==> config.mk <==
export PLATFORM = sky130hd
export DESIGN_NAME = cluster_track_association
export DESIGN_NICKNAME = d
export VERILOG_FILES = /design/src/hw/rtl/cta_pkg.sv /design/src/hw/rtl/cta_sq_unit.sv /design/src/hw/rtl/cta_table.sv /design/src/hw/rtl/cluster_track_association.sv
export SDC_FILE = /design/constraint.sdc
export NUM_CORES = 2
export LEC_CHECK = 0
export ABC_AREA = 0
export BUFFER_PORTS_ARGS = -buffer_cell sky130_fd_sc_hd__buf_2
export CAP_MARGIN = 40
export CORE_AREA = 2 2 457 459
export CTS_BUF_LIST = sky130_fd_sc_hd__clkbuf_4 sky130_fd_sc_hd__clkbuf_8
export DETAILED_ROUTE_END_ITERATION = 10
export DIE_AREA = 0 0 459 461
export GPL_TIMING_DRIVEN = 0
export SYNTH_ARGS = -nofsm -noshare
export SYNTH_HDL_FRONTEND = slang
export SYNTH_SLANG_ARGS = --single-unit
==> constraint.sdc <==
create_clock -name clk -period 11.3 [get_ports clk]
set_clock_uncertainty 0.1 [all_clocks]
set_input_delay 2.26 -clock clk [delete_from_list [all_inputs] [get_ports clk]]
set_output_delay 2.26 -clock clk [all_outputs]
set_load 0.005 [all_outputs]
==> src/hw/rtl/cta_pkg.sv <==
`default_nettype none

package cta_pkg;

    localparam int COORD_W = 16;
    localparam int LABEL_W = 16;
    localparam int RADIUS_W = 15;
    localparam int LIMIT_W = 2 * RADIUS_W;
    localparam int SQ_W = 2 * COORD_W;
    localparam int DIST_W = SQ_W + 1;

    localparam logic [RADIUS_W-1:0] RADIUS_RESET = 15'd500;
    localparam logic [LABEL_W-1:0] LABEL_FIRST = 16'd1;
    localparam logic [LABEL_W-1:0] LABEL_LAST = 16'hFFFF;
    localparam logic [LABEL_W-1:0] LABEL_NONE = 16'd0;

    typedef struct packed {
        logic signed [COORD_W-1:0] center_x;
        logic signed [COORD_W-1:0] center_y;
        logic                      frame_end;
        logic                      no_center;
    } center_t;

    typedef struct packed {
        logic [LABEL_W-1:0] track_id;
        logic               is_new;
        logic               dropped;
        logic               last_of_frame;
    } result_t;

    typedef struct packed {
        logic signed [COORD_W-1:0] x;
        logic signed [COORD_W-1:0] y;
        logic [LABEL_W-1:0]        label;
    } entry_t;

    typedef enum logic [2:0] {
        ST_IDLE,
        ST_START,
        ST_READ,
        ST_SQX,
        ST_SQY,
        ST_CMP,
        ST_DONE
    } state_t;

endpackage

`default_nettype wire

==> src/hw/rtl/cta_sq_unit.sv <==
`default_nettype none

// Shared squarer: radius squared and per-axis distance squared.
module cta_sq_unit (
    input  wire logic [cta_pkg::COORD_W-1:0] operand,
    output logic [cta_pkg::SQ_W-1:0]         square
);

    assign square = cta_pkg::SQ_W'(operand) * cta_pkg::SQ_W'(operand);

endmodule

`default_nettype wire

==> src/hw/rtl/cta_table.sv <==
`default_nettype none

// Two-bank track table; bank bit is the address MSB.
module cta_table #(
    parameter int ADDR_W = 5
) (
    input  wire logic                  clk,
    input  wire logic                  wr_en,
    input  wire logic [ADDR_W-1:0]     wr_addr,
    input  wire cta_pkg::entry_t       wr_data,
    input  wire logic                  rd_en,
    input  wire logic [ADDR_W-1:0]     rd_addr,
    output cta_pkg::entry_t            rd_data
);

    cta_pkg::entry_t mem [0:(2**ADDR_W)-1];
    cta_pkg::entry_t rd_data_reg;

    always_ff @(posedge clk)
    begin
        if (wr_en)
        begin
            mem[wr_addr] <= wr_data;
        end
        if (rd_en)
        begin
            rd_data_reg <= mem[rd_addr];
        end
    end

    assign rd_data = rd_data_reg;

endmodule

`default_nettype wire

==> src/hw/rtl/cluster_track_association.sv <==
`default_nettype none
// Each accepted center walks the previous-frame entries in the READ state: a claimed
//   entry is skipped, an unclaimed one goes on through SQX, SQY and CMP, as the single
//   shared squarer takes one axis at a time. A dropped center goes from START to DONE.
// A new center is taken only in IDLE, once the last one is through; DONE waits for a free output.
// Reset (rst_n, async low): idle, both tables empty, label counter 1, radius 500 mm.
//   Table contents are not cleared; only entries below the fill count are read.
module cluster_track_association #(
    parameter int MAX_TRACKS = 16
) (
    input  wire logic                             clk,
    input  wire logic                             rst_n,
    input  wire logic                             cfg_wr_en,
    input  wire logic [cta_pkg::RADIUS_W-1:0]     cfg_wr_data,
    input  wire logic                             center_valid,
    output logic                                  center_ready,
    input  wire cta_pkg::center_t                 center,
    output logic                                  result_valid,
    input  wire logic                             result_ready,
    output cta_pkg::result_t                      result
);

    localparam int IDX_W = (MAX_TRACKS > 1) ? $clog2(MAX_TRACKS) : 1;
    localparam int CNT_W = $clog2(MAX_TRACKS + 1);
    localparam int ADDR_W = IDX_W + 1;

    // Sequencer state
    cta_pkg::state_t state_reg;
    cta_pkg::state_t state_next;

    // Configuration and persistent frame state
    logic [cta_pkg::RADIUS_W-1:0] radius_reg;
    logic                         bank_reg;      // half that holds the previous frame
    logic [CNT_W-1:0]             old_count_reg;
    logic [CNT_W-1:0]             new_count_reg;
    logic [MAX_TRACKS-1:0]        claimed_reg;
    logic [cta_pkg::LABEL_W-1:0]  next_label_reg;

    // Search state
    logic [CNT_W-1:0]             idx_reg;
    logic                         hit_reg;
    logic [IDX_W-1:0]             found_reg;
    logic [cta_pkg::LABEL_W-1:0]  best_label_reg;
    logic [cta_pkg::DIST_W-1:0]   best_reg;
    logic [cta_pkg::DIST_W-1:0]   acc_reg;
    logic [cta_pkg::LIMIT_W-1:0]  limit_reg;
    cta_pkg::center_t             item_reg;
    cta_pkg::result_t             res_reg;

    // Output stage
    logic                         out_valid_reg;
    cta_pkg::result_t             out_reg;

    // Control decoded from state
    logic do_swap_empty;
    logic do_drop;
    logic do_start;
    logic do_skip;
    logic do_read;
    logic do_finish;
    logic do_sqx;
    logic do_sqy;
    logic do_cmp;
    logic do_deliver;

    logic [IDX_W-1:0]             idx_sel;
    logic                         table_full;
    logic                         walk_done;
    logic                         out_free;
    logic                         last_item;

    // Datapath
    cta_pkg::entry_t              rd_entry;
    cta_pkg::entry_t              wr_entry;
    logic [cta_pkg::COORD_W:0]    diff_x;
    logic [cta_pkg::COORD_W:0]    diff_y;
    logic [cta_pkg::COORD_W:0]    neg_x;
    logic [cta_pkg::COORD_W:0]    neg_y;
    logic [cta_pkg::COORD_W-1:0]  mag_x;
    logic [cta_pkg::COORD_W-1:0]  mag_y;
    logic [cta_pkg::COORD_W-1:0]  sq_operand;
    logic [cta_pkg::SQ_W-1:0]     sq_result;
    logic [cta_pkg::LABEL_W-1:0]  issued_label;
    logic                         closer;

    assign idx_sel    = idx_reg[IDX_W-1:0];
    assign table_full = (new_count_reg >= CNT_W'(MAX_TRACKS));
    assign walk_done  = (idx_reg >= old_count_reg);
    assign out_free   = !out_valid_reg || result_ready;
    assign last_item  = item_reg.frame_end;

    assign center_ready = (state_reg == cta_pkg::ST_IDLE);
    assign result_valid = out_valid_reg;
    assign result       = out_reg;

    // Next state
    always_comb
    begin
        state_next = state_reg;
        unique case (state_reg)
            cta_pkg::ST_IDLE:
            begin
                if (center_valid)
                begin
                    state_next = cta_pkg::ST_START;
                end
            end
            cta_pkg::ST_START:
            begin
                if (item_reg.no_center)
                begin
                    state_next = cta_pkg::ST_IDLE;
                end
                else if (table_full)
                begin
                    state_next = cta_pkg::ST_DONE;
                end
                else
                begin
                    state_next = cta_pkg::ST_READ;
                end
            end
            cta_pkg::ST_READ:
            begin
                if (walk_done)
                begin
                    state_next = cta_pkg::ST_DONE;
                end
                else if (!claimed_reg[idx_sel])
                begin
                    state_next = cta_pkg::ST_SQX;
                end
            end
            cta_pkg::ST_SQX:  state_next = cta_pkg::ST_SQY;
            cta_pkg::ST_SQY:  state_next = cta_pkg::ST_CMP;
            cta_pkg::ST_CMP:  state_next = cta_pkg::ST_READ;
            cta_pkg::ST_DONE:
            begin
                if (out_free)
                begin
                    state_next = cta_pkg::ST_IDLE;
                end
            end
            default: state_next = cta_pkg::ST_IDLE;
        endcase
    end

    // Control outputs
    always_comb
    begin
        do_swap_empty = 1'b0;
        do_drop       = 1'b0;
        do_start      = 1'b0;
        do_skip       = 1'b0;
        do_read       = 1'b0;
        do_finish     = 1'b0;
        do_sqx        = 1'b0;
        do_sqy        = 1'b0;
        do_cmp        = 1'b0;
        do_deliver    = 1'b0;
        unique case (state_reg)
            cta_pkg::ST_IDLE: ;
            cta_pkg::ST_START:
            begin
                do_swap_empty = item_reg.no_center && last_item;
                do_drop       = !item_reg.no_center && table_full;
                do_start      = !item_reg.no_center && !table_full;
            end
            cta_pkg::ST_READ:
            begin
                do_finish = walk_done;
                do_skip   = !walk_done && claimed_reg[idx_sel];
                do_read   = !walk_done && !claimed_reg[idx_sel];
            end
            cta_pkg::ST_SQX:  do_sqx = 1'b1;
            cta_pkg::ST_SQY:  do_sqy = 1'b1;
            cta_pkg::ST_CMP:  do_cmp = 1'b1;
            cta_pkg::ST_DONE: do_deliver = out_free;
            default: ;
        endcase
    end

    // Per-axis magnitude of the difference; fits 16 bits unsigned
    assign diff_x = {item_reg.center_x[cta_pkg::COORD_W-1], item_reg.center_x}
                  - {rd_entry.x[cta_pkg::COORD_W-1], rd_entry.x};
    assign diff_y = {item_reg.center_y[cta_pkg::COORD_W-1], item_reg.center_y}
                  - {rd_entry.y[cta_pkg::COORD_W-1], rd_entry.y};
    assign neg_x  = -diff_x;
    assign neg_y  = -diff_y;
    assign mag_x  = diff_x[cta_pkg::COORD_W] ? neg_x[cta_pkg::COORD_W-1:0]
                                             : diff_x[cta_pkg::COORD_W-1:0];
    assign mag_y  = diff_y[cta_pkg::COORD_W] ? neg_y[cta_pkg::COORD_W-1:0]
                                             : diff_y[cta_pkg::COORD_W-1:0];

    always_comb
    begin
        if (do_sqx)
        begin
            sq_operand = mag_x;
        end
        else if (do_sqy)
        begin
            sq_operand = mag_y;
        end
        else
        begin
            sq_operand = cta_pkg::COORD_W'(radius_reg);
        end
    end

    cta_sq_unit u_sq (
        .operand (sq_operand),
        .square  (sq_result)
    );

    // strict limit; strictly closer so ties keep the earliest entry
    assign closer = (acc_reg < cta_pkg::DIST_W'(limit_reg))
                 && (!hit_reg || (acc_reg < best_reg));

    assign issued_label = hit_reg ? best_label_reg : next_label_reg;

    assign wr_entry.x     = item_reg.center_x;
    assign wr_entry.y     = item_reg.center_y;
    assign wr_entry.label = issued_label;

    cta_table #(
        .ADDR_W (ADDR_W)
    ) u_table (
        .clk     (clk),
        .wr_en   (do_finish),
        .wr_addr ({~bank_reg, new_count_reg[IDX_W-1:0]}),
        .wr_data (wr_entry),
        .rd_en   (do_read),
        .rd_addr ({bank_reg, idx_sel}),
        .rd_data (rd_entry)
    );

    // Control registers
    always_ff @(posedge clk or negedge rst_n)
    begin
        if (!rst_n)
        begin
            state_reg      <= cta_pkg::ST_IDLE;
            radius_reg     <= cta_pkg::RADIUS_RESET;
            bank_reg       <= 1'b0;
            old_count_reg  <= '0;
            new_count_reg  <= '0;
            claimed_reg    <= '0;
            next_label_reg <= cta_pkg::LABEL_FIRST;
            idx_reg        <= '0;
            hit_reg        <= 1'b0;
            out_valid_reg  <= 1'b0;
        end
        else
        begin
            state_reg <= state_next;

            if (cfg_wr_en)
            begin
                radius_reg <= cfg_wr_data;
            end

            if (do_start)
            begin
                idx_reg <= '0;
                hit_reg <= 1'b0;
            end
            if (do_skip || do_cmp)
            begin
                idx_reg <= idx_reg + 1'b1;
            end
            if (do_cmp && closer)
            begin
                hit_reg <= 1'b1;
            end

            if (do_finish)
            begin
                new_count_reg <= new_count_reg + 1'b1;
                if (hit_reg)
                begin
                    claimed_reg[found_reg] <= 1'b1;
                end
                else if (next_label_reg == cta_pkg::LABEL_LAST)
                begin
                    next_label_reg <= cta_pkg::LABEL_FIRST;
                end
                else
                begin
                    next_label_reg <= next_label_reg + 1'b1;
                end
            end

            // frame end: current table becomes the previous one
            if (do_swap_empty || (do_deliver && last_item))
            begin
                bank_reg      <= ~bank_reg;
                old_count_reg <= do_finish ? new_count_reg + 1'b1 : new_count_reg;
                new_count_reg <= '0;
                claimed_reg   <= '0;
            end

            if (do_deliver)
            begin
                out_valid_reg <= 1'b1;
            end
            else if (result_ready)
            begin
                out_valid_reg <= 1'b0;
            end
        end
    end

    // Payload registers
    always_ff @(posedge clk)
    begin
        if (center_valid && center_ready)
        begin
            item_reg <= center;
        end
        if (do_start)
        begin
            limit_reg <= sq_result[cta_pkg::LIMIT_W-1:0];
        end
        if (do_sqx)
        begin
            acc_reg <= cta_pkg::DIST_W'(sq_result);
        end
        if (do_sqy)
        begin
            acc_reg <= acc_reg + cta_pkg::DIST_W'(sq_result);
        end
        if (do_cmp && closer)
        begin
            best_reg       <= acc_reg;
            found_reg      <= idx_sel;
            best_label_reg <= rd_entry.label;
        end
        if (do_drop)
        begin
            res_reg.track_id      <= cta_pkg::LABEL_NONE;
            res_reg.is_new        <= 1'b0;
            res_reg.dropped       <= 1'b1;
            res_reg.last_of_frame <= last_item;
        end
        if (do_finish)
        begin
            res_reg.track_id      <= issued_label;
            res_reg.is_new        <= ~hit_reg;
            res_reg.dropped       <= 1'b0;
            res_reg.last_of_frame <= last_item;
        end
        if (do_deliver)
        begin
            out_reg <= res_reg;
        end
    end

endmodule

`default_nettype wire

==> results.ini <==
[critical_path]
crit_path_top_delay_cell=fa_1
timing.critical_path.buf_inv=17
cpMostUsedCell=buf_4
cp_max_fo=7
cp-end-kind=flip-flop
startpoint_type=flip-flop
reg2reg_from=item_reg[2]$_DFFE_PP_
crit_family=adder cells
cp.arrival_ns=12.15
cp.required_ns=11.96
critPathLaunch=item_reg[2]$_DFFE_PP_
critPathMaxStageDelay_ns=0.57
critPathKind=flip-flop to flip-flop

[finish]
nNetsFinal=5729
layout_commonest_cell=edfxtp_1
final_layout_size_suffix_gt1_share_pct=31.5
finalInstanceArea_um2=98000
most-common-layout-cells=1770 x edfxtp_1, 485 x mux4_2, 347 x inv_1, 340 x clkbuf_8, 224 x ha_1
largest_reg_flops=1536
syn2layout_area_growth_pct=19.3

[synthesis]
synthSimpleGateAreaFrac_pct=3.87
synth_edf_count=1770
ys_types=99
syn_nets=5010
synth_top_family_by_area=multiplexers
synth_compound_area_share_pct=3.35
ys_ff_latch=1839
synth_xor_area_share_pct=1.33
ys_seq_area_share_pct=66.8
yosysWarnings=0
avgSynthCellArea_um2=18.0
synthFlopType=edfxtp_1
async_flop_share_pct=3.70
syn_inst=4554
synthMuxAreaShare_pct=14.5
synth_fa_ha_area_share_pct=7.60
syn-cell-area_um2=82100

[clocking]
root_buffer=clkbuf_8
cts.sink_count=1839
clk_latency_ns=1.03
clk_pin_slew_worst_paths_ns=0.06
cts_tree=done
clockBufferDepth=4
h-tree-depth=5
numCtsBuffers=324

[drt]
vias=44700
drt_iter0_markers=4254
firstDrtPassIters=7
detail-route-antenna-nets=0
drcViolationCount=0
wl_per_cell_um=26.2
via_per_inst=5.46
drt-total-wl_mm=215

[die]
initial_core_util_pct=39.8
core_area_um2=206000
die_h_um=461
die_area_um2=212000
io_pins=75
die_w_um=459
rows=167

[placement]
postPlaceCellArea_um2=89600
dp_hpwl_mm=150
gp_congestion=0.833
io_buffers=73

[sta]
final_max_slew_viol_count=0
layout_setup_ws_ns=-0.189
hold_viol=0
setup_viol=6
min_period_ns=11.49
slew-limit-headroom_pct=32.0
setup_tns_ns=-0.600
tightest_slew_ns=1.02
timing.final.crit_share_pct=102
hold_ws_ns=0.295
maxClockFrequency_mhz=87.0
rsz0062_at_grt=yes

[global_route]
gr-usage-all-layers_pct=20.4
antenna_found_initial=10
grt_pass1_vias=46100
grt_max_degree=53
overflow=0
grt_pass1_wl_mm=314

[min_path]
hold_path.startpoint=res_reg[5]$_DFFE_PP_
hp-class=flip-flop to flip-flop

[run_status]
outcome=finished, violations left
violations=setup timing

[run]
cap_violations=0

==> path summary, 6_finish.rpt <==
check,end,depth (start not counted),slack [ns]
worst max-delay path,acc_reg[22]$_DFFE_PP_,52,-0.19
worst min-delay path,result[5]$_DFFE_PP_,0,0.30
worst max register to register,acc_reg[22]$_DFFE_PP_,52,-0.19
worst min register to register,result[5]$_DFFE_PP_,0,0.30
max in group asynchronous,radius_reg[8]$_DFFE_PN1P_,2,9.45
min in group asynchronous,next_label_reg[13]$_DFFE_PN0P_,1,1.05
==> worst reg2reg max path, delay by kind of cell (launching register included) <==
kind | cells | cell delay [ns]
adder cells (fa/ha/maj) | 10 | 4.06
AO/OA/AOI/OAI | 15 | 2.98
buffers and inverters | 17 | 2.03
AND/OR/NAND/NOR | 8 | 0.94
multiplexers | 1 | 0.48
flip-flops | 1 | 0.44
XOR/XNOR | 1 | 0.21
==> cell usage after synthesis (all sizes together) (68+ instances only) <==
library cell / number / area [µm²]
mux2: 83 / 935
a21oi: 121 / 613
inv: 361 / 1360
a21o: 68 / 510
mux4: 485 / 10900
nor2: 237 / 960
fa: 162 / 3240
o21ai: 87 / 435
clkbuf: 121 / 455
edfxtp: 1770 / 53200
ha: 240 / 3000
nand2: 145 / 544
xnor2: 72 / 631
==> metal layers <==
metal	routed length [µm]	vias to the layer above	GRT usage, %
met5	0	-	0
met4	6240	0	6.41
met3	14100	379	3.47
met2	104000	1658	33.4
met1	89800	23500	27.8
li1	-	19200	-
==> cell families (layout without fill, tap and decap cells) <==
group,Yosys count,after routing
AO/OA/AOI/OAI,417,417
multiplexers,575,575
adder cells (fa/ha/maj),402,402
flip-flops,1839,1839
AND/OR/NAND/NOR,653,653
XOR/XNOR,125,125
other,0,3
buffers and inverters,543,1478
==> stage by stage <==
stage,worst slack [ns],util [%],cells
after floorplan,0.0620,-,4554
after global placement,-2.37,41.6,7331
after detailed placement,-2.34,43.4,7530
after CTS,-0.0442,47.1,8159
after global routing,-0.574,47.5,8194
final,-0.189,47.5,8196
==> area by class of cell <==
| type | count | area [µm²] |
|---|---|---|
| fillers | 17300 | 108000 |
| flip-flops and latches | 1839 | 54900 |
| multi-input cells | 2172 | 26600 |
| clock buffers | 433 | 5320 |
| repair buffers | 398 | 4970 |
| well taps | 2704 | 3380 |
| inverters | 363 | 1400 |
| plain buffers | 175 | 841 |
| clock inverters | 109 | 607 |
| diodes | 3 | 7.51 |
==> repair_timing <==
| action | 4_1_cts | 5_1_grt |
|---|---|---|
| setup endpoints to repair | 20 | 12 |
| cloned | 2 | 0 |
| pin swaps | 87 | 60 |
| hold buffers | 0 | 0 |
| gates resized for setup | 226 | 88 |
| setup buffers | 90 | 31 |
Power is not shown: default switching activity piles up to over one toggle a cycle in this logic, so the estimate is an artifact.
